### src/rtl/phm_pkg.sv
// ----------------------------------------------------------------------------
// phm_pkg
// Shared types and constants for the probe health monitor.
// ----------------------------------------------------------------------------
package phm_pkg;

    // History ring geometry
    localparam int HIST_DEPTH = 16;
    localparam int HIST_IDX_W = $clog2(HIST_DEPTH);
    localparam int HIST_FILL_W = $clog2(HIST_DEPTH + 1);
    localparam int HIST_SUM_W = $clog2(3 * HIST_DEPTH);

    // Fixed field widths
    localparam int SLOT_W = 4;
    localparam int FILL_OUT_W = 5;
    localparam int S_TDATA_W = 64;
    localparam int M_TDATA_W = 240;

    localparam logic [7:0] THRESH_RESET = 8'd3;

    typedef enum logic [1:0] {
        CMD_RECORD = 2'd0,
        CMD_READ   = 2'd1,
        CMD_CLEAR  = 2'd2
    } cmd_t;

    typedef enum logic [1:0] {
        ST_IDLE,
        ST_EXEC,
        ST_DONE
    } fsm_t;

    typedef struct packed {
        logic        avail;
        logic [7:0]  status;
        logic [15:0] rtt;
        logic [15:0] fail_run;
        logic [31:0] time_ms;
    } hist_entry_t;

    typedef struct packed {
        logic              append;
        logic              clear;
        logic              rd_en;
        logic [SLOT_W-1:0] slot;
    } hist_ctrl_t;

endpackage

### src/rtl/phm_history.sv
// ----------------------------------------------------------------------------
// phm_history
// Ring of history entries in a synchronous memory with head and fill
// tracking; reads are addressed from the oldest entry.
// ----------------------------------------------------------------------------
module phm_history
    import phm_pkg::*;
(
    input  logic                   clk,
    input  logic                   rst_n,
    input  hist_ctrl_t             ctrl,
    input  hist_entry_t            wr_entry,
    output hist_entry_t            rd_entry,
    output logic                   rd_hit,
    output logic [HIST_FILL_W-1:0] fill
);

    localparam logic [HIST_SUM_W-1:0] DEPTH_S = HIST_SUM_W'(HIST_DEPTH);
    localparam logic [HIST_IDX_W-1:0] LAST_IDX = HIST_IDX_W'(HIST_DEPTH - 1);
    localparam logic [HIST_FILL_W-1:0] DEPTH_F = HIST_FILL_W'(HIST_DEPTH);

    hist_entry_t mem [HIST_DEPTH];

    logic [HIST_IDX_W-1:0]  head_reg, head_next;
    logic [HIST_FILL_W-1:0] count_reg, count_next;
    logic                   hit_reg;
    hist_entry_t            rd_data_reg;

    logic [HIST_SUM_W-1:0]  sum;
    logic [HIST_SUM_W-1:0]  sum_wrap;
    logic [HIST_IDX_W-1:0]  rd_idx;
    logic                   hit_now;

    // Oldest entry sits at head - count; the sum stays below twice the
    // depth whenever the slot is inside the fill, so one correction suffices.
    always_comb
    begin
        sum = HIST_SUM_W'(head_reg) + DEPTH_S - HIST_SUM_W'(count_reg)
              + HIST_SUM_W'(ctrl.slot);
        sum_wrap = (sum >= DEPTH_S) ? (sum - DEPTH_S) : sum;
        rd_idx = sum_wrap[HIST_IDX_W-1:0];
        hit_now = (HIST_SUM_W'(ctrl.slot) < HIST_SUM_W'(count_reg));
    end

    always_comb
    begin
        head_next = head_reg;
        count_next = count_reg;
        if (ctrl.clear)
        begin
            head_next = '0;
            count_next = '0;
        end
        else if (ctrl.append)
        begin
            head_next = (head_reg == LAST_IDX) ? '0 : head_reg + 1'b1;
            if (count_reg < DEPTH_F)
            begin
                count_next = count_reg + 1'b1;
            end
        end
    end

    always_ff @(posedge clk or negedge rst_n)
    begin
        if (!rst_n)
        begin
            head_reg <= '0;
            count_reg <= '0;
            hit_reg <= 1'b0;
        end
        else
        begin
            head_reg <= head_next;
            count_reg <= count_next;
            if (ctrl.rd_en)
            begin
                hit_reg <= hit_now;
            end
        end
    end

    always_ff @(posedge clk)
    begin
        if (ctrl.append)
        begin
            mem[head_reg] <= wr_entry;
        end
        if (ctrl.rd_en)
        begin
            rd_data_reg <= mem[rd_idx];
        end
    end

    assign rd_entry = rd_data_reg;
    assign rd_hit = hit_reg;
    assign fill = count_reg;

endmodule

### src/rtl/probe_health_monitor_unit.sv
// ----------------------------------------------------------------------------
// probe_health_monitor_unit
// Health record of one probed target: counters, runs, response time extremes,
// availability and a history ring.
// ----------------------------------------------------------------------------
// A command beat is captured into registers when accepted in ST_IDLE. In
// ST_EXEC the counters are updated and the history ring may be written, the
// ring is cleared, or the ring read is issued; in ST_DONE the result is loaded
// into the output register, and only then can the next beat be accepted. The
// registered read of the history memory is why ST_DONE follows ST_EXEC. While
// a result waits for m_tready, one more beat is still accepted and then waits
// in ST_DONE until the output register frees; no further beat is accepted
// until then. The history memory needs no clearing after reset.
// ----------------------------------------------------------------------------
module probe_health_monitor_unit
    import phm_pkg::*;
(
    input  logic                 clk,
    input  logic                 rst_n,
    // cfg_data: fail_threshold[7:0]
    input  logic                 cfg_valid,
    output logic                 cfg_ready,
    input  logic [7:0]           cfg_data,
    input  logic                 s_tvalid,
    output logic                 s_tready,
    // s_tdata: probe_ok[0], probe_status[8:1], probe_rtt_ms[24:9],
    //          time_ms[56:25], slot[60:57], zero fill[63:61]
    input  logic [S_TDATA_W-1:0] s_tdata,
    // s_tuser: cmd[1:0]
    input  logic [1:0]           s_tuser,
    output logic                 m_tvalid,
    input  logic                 m_tready,
    // m_tdata: avail[0], status_code[8:1], rtt_ms[24:9], fail_run[40:25],
    //          success_run[72:41], sent_total[104:73], received_total[136:105],
    //          lost_total[168:137], rtt_min_ms[184:169], rtt_max_ms[200:185],
    //          event_time_ms[232:201], history_fill[237:233], zero fill[239:238]
    output logic [M_TDATA_W-1:0] m_tdata
);

    fsm_t state_reg, state_next;

    // Captured command beat
    logic [1:0]        cmd_reg;
    logic              ok_reg;
    logic [7:0]        st_in_reg;
    logic [15:0]       rtt_in_reg;
    logic [31:0]       time_reg;
    logic [SLOT_W-1:0] slot_reg;

    logic [7:0]  thresh_reg;
    logic        avail_reg, avail_next;
    logic [31:0] sent_reg, sent_next;
    logic [31:0] recv_reg, recv_next;
    logic [31:0] loss_reg, loss_next;
    logic [31:0] ok_run_reg, ok_run_next;
    logic [31:0] bad_run_reg, bad_run_next;
    logic [15:0] min_reg, min_next;
    logic [15:0] max_reg, max_next;
    logic [7:0]  last_st_reg, last_st_next;
    logic [15:0] last_rtt_reg, last_rtt_next;
    logic [31:0] chg_time_reg, chg_time_next;
    logic        any_ok_reg, any_ok_next;

    logic                 out_valid_reg, out_valid_next;
    logic [M_TDATA_W-1:0] out_data_reg, out_data_next;

    logic        do_record;
    logic        load_out;
    logic [15:0] bad_sat;

    hist_ctrl_t             hctrl;
    hist_entry_t            wr_entry;
    hist_entry_t            rd_entry;
    logic                   rd_hit;
    logic [HIST_FILL_W-1:0] fill;

    hist_entry_t res_entry;

    assign cfg_ready = 1'b1;
    assign s_tready = (state_reg == ST_IDLE);
    assign m_tvalid = out_valid_reg;
    assign m_tdata = out_data_reg;

    assign do_record = (state_reg == ST_EXEC) && (cmd_reg == CMD_RECORD);

    // Status update for a record command
    always_comb
    begin
        avail_next = avail_reg;
        sent_next = sent_reg;
        recv_next = recv_reg;
        loss_next = loss_reg;
        ok_run_next = ok_run_reg;
        bad_run_next = bad_run_reg;
        min_next = min_reg;
        max_next = max_reg;
        last_st_next = last_st_reg;
        last_rtt_next = last_rtt_reg;
        chg_time_next = chg_time_reg;
        any_ok_next = any_ok_reg;
        if (do_record)
        begin
            last_st_next = st_in_reg;
            last_rtt_next = rtt_in_reg;
            sent_next = sent_reg + 32'd1;
            if (ok_reg)
            begin
                recv_next = recv_reg + 32'd1;
                ok_run_next = ok_run_reg + 32'd1;
                bad_run_next = '0;
                if (rtt_in_reg < min_reg)
                begin
                    min_next = rtt_in_reg;
                end
                if (rtt_in_reg > max_reg)
                begin
                    max_next = rtt_in_reg;
                end
                any_ok_next = 1'b1;
                avail_next = 1'b1;
            end
            else
            begin
                loss_next = loss_reg + 32'd1;
                bad_run_next = bad_run_reg + 32'd1;
                ok_run_next = '0;
                if (bad_run_next >= {24'd0, thresh_reg})
                begin
                    avail_next = 1'b0;
                end
            end
            if (avail_next != avail_reg)
            begin
                chg_time_next = time_reg;
            end
        end
    end

    assign bad_sat = (bad_run_next[31:16] != 16'd0) ? 16'hFFFF : bad_run_next[15:0];

    always_comb
    begin
        wr_entry.avail = avail_next;
        wr_entry.status = last_st_next;
        wr_entry.rtt = last_rtt_next;
        wr_entry.fail_run = bad_sat;
        wr_entry.time_ms = time_reg;
    end

    always_comb
    begin
        hctrl.append = do_record && (!ok_reg || (avail_next != avail_reg));
        hctrl.clear = (state_reg == ST_EXEC) && (cmd_reg == CMD_CLEAR);
        hctrl.rd_en = (state_reg == ST_EXEC) && (cmd_reg == CMD_READ);
        hctrl.slot = slot_reg;
    end

    phm_history u_history
    (
        .clk      (clk),
        .rst_n    (rst_n),
        .ctrl     (hctrl),
        .wr_entry (wr_entry),
        .rd_entry (rd_entry),
        .rd_hit   (rd_hit),
        .fill     (fill)
    );

    // Result assembly; the entry fields come from the ring only on a read.
    always_comb
    begin
        res_entry.avail = avail_reg;
        res_entry.status = last_st_reg;
        res_entry.rtt = last_rtt_reg;
        res_entry.fail_run = (bad_run_reg[31:16] != 16'd0) ? 16'hFFFF : bad_run_reg[15:0];
        res_entry.time_ms = chg_time_reg;
        if (cmd_reg == CMD_READ)
        begin
            res_entry = rd_hit ? rd_entry : '0;
        end
        out_data_next = {2'b00,
                         FILL_OUT_W'(fill),
                         res_entry.time_ms,
                         any_ok_reg ? max_reg : 16'd0,
                         any_ok_reg ? min_reg : 16'd0,
                         loss_reg,
                         recv_reg,
                         sent_reg,
                         ok_run_reg,
                         res_entry.fail_run,
                         res_entry.rtt,
                         res_entry.status,
                         res_entry.avail};
    end

    always_comb
    begin
        state_next = state_reg;
        load_out = 1'b0;
        case (state_reg)
            ST_IDLE:
            begin
                if (s_tvalid)
                begin
                    state_next = ST_EXEC;
                end
            end
            ST_EXEC:
            begin
                state_next = ST_DONE;
            end
            ST_DONE:
            begin
                if (!out_valid_reg || m_tready)
                begin
                    load_out = 1'b1;
                    state_next = ST_IDLE;
                end
            end
            default:
            begin
                state_next = ST_IDLE;
            end
        endcase
    end

    always_comb
    begin
        out_valid_next = out_valid_reg;
        if (load_out)
        begin
            out_valid_next = 1'b1;
        end
        else if (m_tready)
        begin
            out_valid_next = 1'b0;
        end
    end

    always_ff @(posedge clk or negedge rst_n)
    begin
        if (!rst_n)
        begin
            state_reg <= ST_IDLE;
            thresh_reg <= THRESH_RESET;
            avail_reg <= 1'b0;
            sent_reg <= '0;
            recv_reg <= '0;
            loss_reg <= '0;
            ok_run_reg <= '0;
            bad_run_reg <= '0;
            min_reg <= 16'hFFFF;
            max_reg <= '0;
            last_st_reg <= '0;
            last_rtt_reg <= '0;
            chg_time_reg <= '0;
            any_ok_reg <= 1'b0;
            out_valid_reg <= 1'b0;
            cmd_reg <= CMD_RECORD;
        end
        else
        begin
            state_reg <= state_next;
            if (cfg_valid && cfg_ready)
            begin
                thresh_reg <= cfg_data;
            end
            avail_reg <= avail_next;
            sent_reg <= sent_next;
            recv_reg <= recv_next;
            loss_reg <= loss_next;
            ok_run_reg <= ok_run_next;
            bad_run_reg <= bad_run_next;
            min_reg <= min_next;
            max_reg <= max_next;
            last_st_reg <= last_st_next;
            last_rtt_reg <= last_rtt_next;
            chg_time_reg <= chg_time_next;
            any_ok_reg <= any_ok_next;
            out_valid_reg <= out_valid_next;
            if (s_tvalid && s_tready)
            begin
                cmd_reg <= s_tuser;
            end
        end
    end

    always_ff @(posedge clk)
    begin
        if (s_tvalid && s_tready)
        begin
            ok_reg <= s_tdata[0];
            st_in_reg <= s_tdata[8:1];
            rtt_in_reg <= s_tdata[24:9];
            time_reg <= s_tdata[56:25];
            slot_reg <= s_tdata[60:57];
        end
        if (load_out)
        begin
            out_data_reg <= out_data_next;
        end
    end

endmodule

### config.mk
export PLATFORM = sky130hd
export DESIGN_NAME = probe_health_monitor_unit
export DESIGN_NICKNAME = d
export VERILOG_FILES = /design/src/rtl/phm_pkg.sv /design/src/rtl/phm_history.sv /design/src/rtl/probe_health_monitor_unit.sv
export SDC_FILE = /design/constraint.sdc
export NUM_CORES = 2
export LEC_CHECK = 0
export ABC_AREA = 1
export BUFFER_PORTS_ARGS = -buffer_cell sky130_fd_sc_hd__buf_2
export CORE_UTILIZATION = 45
export CTS_BUF_LIST = sky130_fd_sc_hd__clkbuf_16
export DETAILED_ROUTE_END_ITERATION = 10
export GPL_TIMING_DRIVEN = 0
export SLEW_MARGIN = 20
export SYNTH_ARGS = -nofsm -noshare
export SYNTH_HDL_FRONTEND = slang
export SYNTH_HIERARCHICAL = 1
export SYNTH_SLANG_ARGS = --single-unit
export TNS_END_PERCENT = 5
### constraint.sdc
create_clock -name clk -period 12.3 [get_ports clk]
set_input_delay 2.46 -clock clk [delete_from_list [all_inputs] [get_ports clk]]
set_output_delay 2.46 -clock clk [all_outputs]
set_load 0.05 [all_outputs]
==> summary.md <==
| Metric | Value |
|---|---|
| Slew HR | 22.35% |
| Unique masters post-synth | 55 |
| Cell count after synthesis | 7754 |
| Clk_lat worst skew | 860 ps |
| Fin util | 52.60% |
| Mean routed wirelength per cell | 19.98 um |
| Mapped Area | 0.07899 mm2 |
| Number of global-route vias before repair | 51870 |
| Initial Utilization | 45.39% |
| DRC | 0 |
| Slowest cell on the critical path | nor2_4 |
| Largest net degree at the start of global routing | 92 |
| Cts repair resizes | 0 |
| Dominant cell type by area after synthesis | edfxtp_1 |
| Post-synth ARST share | 15.06% |
| Initial antenna violation count | 8 |
| Worst Path Max Fanout | 19 |
| Clock Skew | 52.58 ps |
| CTS tree | yes |
| Post-synth top area share | 58.55% |
| Vias/cell | 4.934 |
| Max incr delay on CP | 730 ps |
| Clk sink count | 1813 |
| FP Rows | 153 |
| Hold Slack | 470.5 ps |
| CP startpoint kind | flop |
| Hold WC Path Type | flop to flop |
| HP Start | sent_reg[11] |
| Max reg flops | 1168 |
| Routed WL | 216600 um |
| Synth Warn # | 6 |
| Top area cells in the synthesized netlist | edfxtp_1 (59%), nand2_1 (13%), dfrtp_1 (8.1%) |
| Area growth, synth to finish | 15.89% |
| Die Y | 421.0 um |
| Routed vias | 53490 |
| Synth Area per Inst | 10.19 um2 |
| Die X-Extent | 421.0 um |
| RSZ-0062 raised after global routing | false |
| First-pass GRT wire length | 322800 um |
| CORE AREA | 0.1740 mm2 |
| Slew Limit Fails | 0 |
| Main flop type after synthesis | edfxtp_1 |
| RR Startpoint | bad_run_reg[0] |
| Die ar. | 0.1772 mm2 |
| NumNets Final | 8486 |
| Count leader, synth | nand2_1 |
| Crit path required time | 12810 ps |
| Status | finished, final reports clean |
| Actual slew at the worst max-slew pin | 1165 ps |
| Port Buffers | 315 |
| Cts hold-fix bufs | 0 |
| Total Neg Setup Slack | 0 ps |
| Placed wire-length estimate | 154300 um |
| Synth cell count leaders | nand2_1 (2687), edfxtp_1 (1540), inv_1 (1473) |
| Clock tree buffer depth | 3 |
| DRT antenna net count | 0 |
| H-tree Lvls | 4 |
| Worst Setup SP | bad_run_reg[0] |
| DR iter-0 viols | 4977 |
| FMAX | 0.1848 GHz |
| Overflow left after global routing | 0 |
| Crit path time final | 5413 ps |
| Period utilization | 44.00% |
| Clock buffer count from CTS | 192 |
| CP endpoint kind | flop |
| Final Hold Fails | 0 |
| Crit path kind | flop to flop |
| Crit path DAT | 5930 ps |
| Post-synth EDFFs | 1540 |
| Number of setup violations in the final report | 0 |
| Synth Register Bits | 1813 |
| Proportion of layout cells with a drive suffix above 1 | 12.10% |
| Root buffer selected by CTS | clkbuf_16 |
| Register area share after synthesis | 67.22% |
| Post-CTS Setup Repair Bufs | 0 |
| CP Cell Sequence | ha_1 > nand3_1 > nor2_1 > xor2_1 > ha_1 > a21o_1 > nor2_1 > nand3_1 > nor2_1 > nand3_1 > nor2_1 > nand3_1 > o21ai_2 > nand2_2 > nand2_4 > buf_8 > nand2_1 > nand2_1 > nor2_4 > buf_16 > buf_12 |
| Num ports | 322 |
| Top reg by flops | u_history/mem |
| Max cap viols | 0 |
| Total GRT Usage | 24.33% |
| Drt pass-1 iters | 7 |
| Clk slew on worst S/H paths | 60 ps |
| Routability congestion estimate | 0.9052 |
## per-layer routing
layer | vias up | part of all wire (%) | track usage, %
met5 | - | 0.098 | 0
met4 | 8 | 4.3 | 9.939
met3 | 383 | 6.5 | 4.138
met2 | 1698 | 48 | 40.49
met1 | 25600 | 42 | 31.56
li1 | 25800 | - | -
## critical path, delay by kind of cell (launching register included)
kind | cells | cell delay [ps]
DFF | 1 | 450
AOI/OAI and AO/OA | 2 | 220
and+or+nand+nor | 13 | 2890
xor gates and xnor gates | 1 | 300
buffers and inverters | 3 | 690
adders and majority gates | 2 | 480
## worst paths after layout
check                           cells after the start  slack [ps]                     to
worst max-delay path                               21        6890  u_history/mem[13][32]
worst min-delay path                                0         470            m_tdata[84]
worst max register to register                     21        6890  u_history/mem[13][32]
worst min register to register                      0         470            m_tdata[84]
max in group asynchronous                           3        9610  u_history/head_reg[3]
min in group asynchronous                           1        1460             max_reg[1]
## cells by family (layout without fill, tap and decap cells)
family,after synthesis,after routing,synth area share (%)
AND/OR/NAND/NOR,3707,3707,19.56
flip-flops,1813,1813,67.22
buffers and inverters,1786,2543,9.126
AO/OA/AOI/OAI,275,275,1.868
XOR/XNOR,111,111,1.231
adder cells (fa/ha/maj),59,59,0.9631
other,2,7,0.009508
multiplexers,1,1,0.01426
## per-stage QoR
step	setup WS [ps]	std cells	area, um2
after floorplan	3119	7755	78990
after global placement	253.0	10400	83480
after detailed placement	6973	10480	85410
after CTS	6931	10840	91530
after global routing	6725	10840	91530
final	6887	10840	91540
## layout make-up
type / count / area (um2)
antenna: 4 / 10.01
fill: 15160 / 82480
clock inverter: 162 / 1214
clock buffer: 196 / 4905
multi-input combinational: 4156 / 18900
buffer: 306 / 1658
sequential: 1813 / 53100
tap: 2325 / 2909
inverter: 1480 / 5558
timing repair buffer: 399 / 3287
## cell usage in the layout (no fill, tap or decap), types with 6 or more instances in the layout
cell type / count
a22oi_1: 10
buf_1: 12
inv_2: 7
clkinv_1: 44
nor2_1: 143
buf_4: 48
buf_6: 17
buf_8: 8
clkinv_2: 37
nand3_1: 694
nand2_4: 7
clkbuf_1: 67
nor4_1: 20
xor2_1: 77
nor3_1: 34
o31ai_1: 6
dfrtp_1: 255
nor2_2: 10
o21ai_2: 19
nand3_2: 6
bufinv_16: 13
o21ai_0: 132
nand2_2: 13
dfstp_2: 18
nand2_1: 2686
clkbuf_16: 196
nor3_2: 7
o21ai_1: 6
o22ai_1: 22
xnor2_1: 34
a21oi_1: 69
buf_2: 479
nor2_4: 33
buf_12: 49
edfxtp_1: 1540
buf_16: 21
nand4_1: 31
ha_1: 56
inv_1: 1520
Power is left out: the tool's default activity adds up to more than one toggle a clock period on the data nets, which glitch-free logic cannot reach.
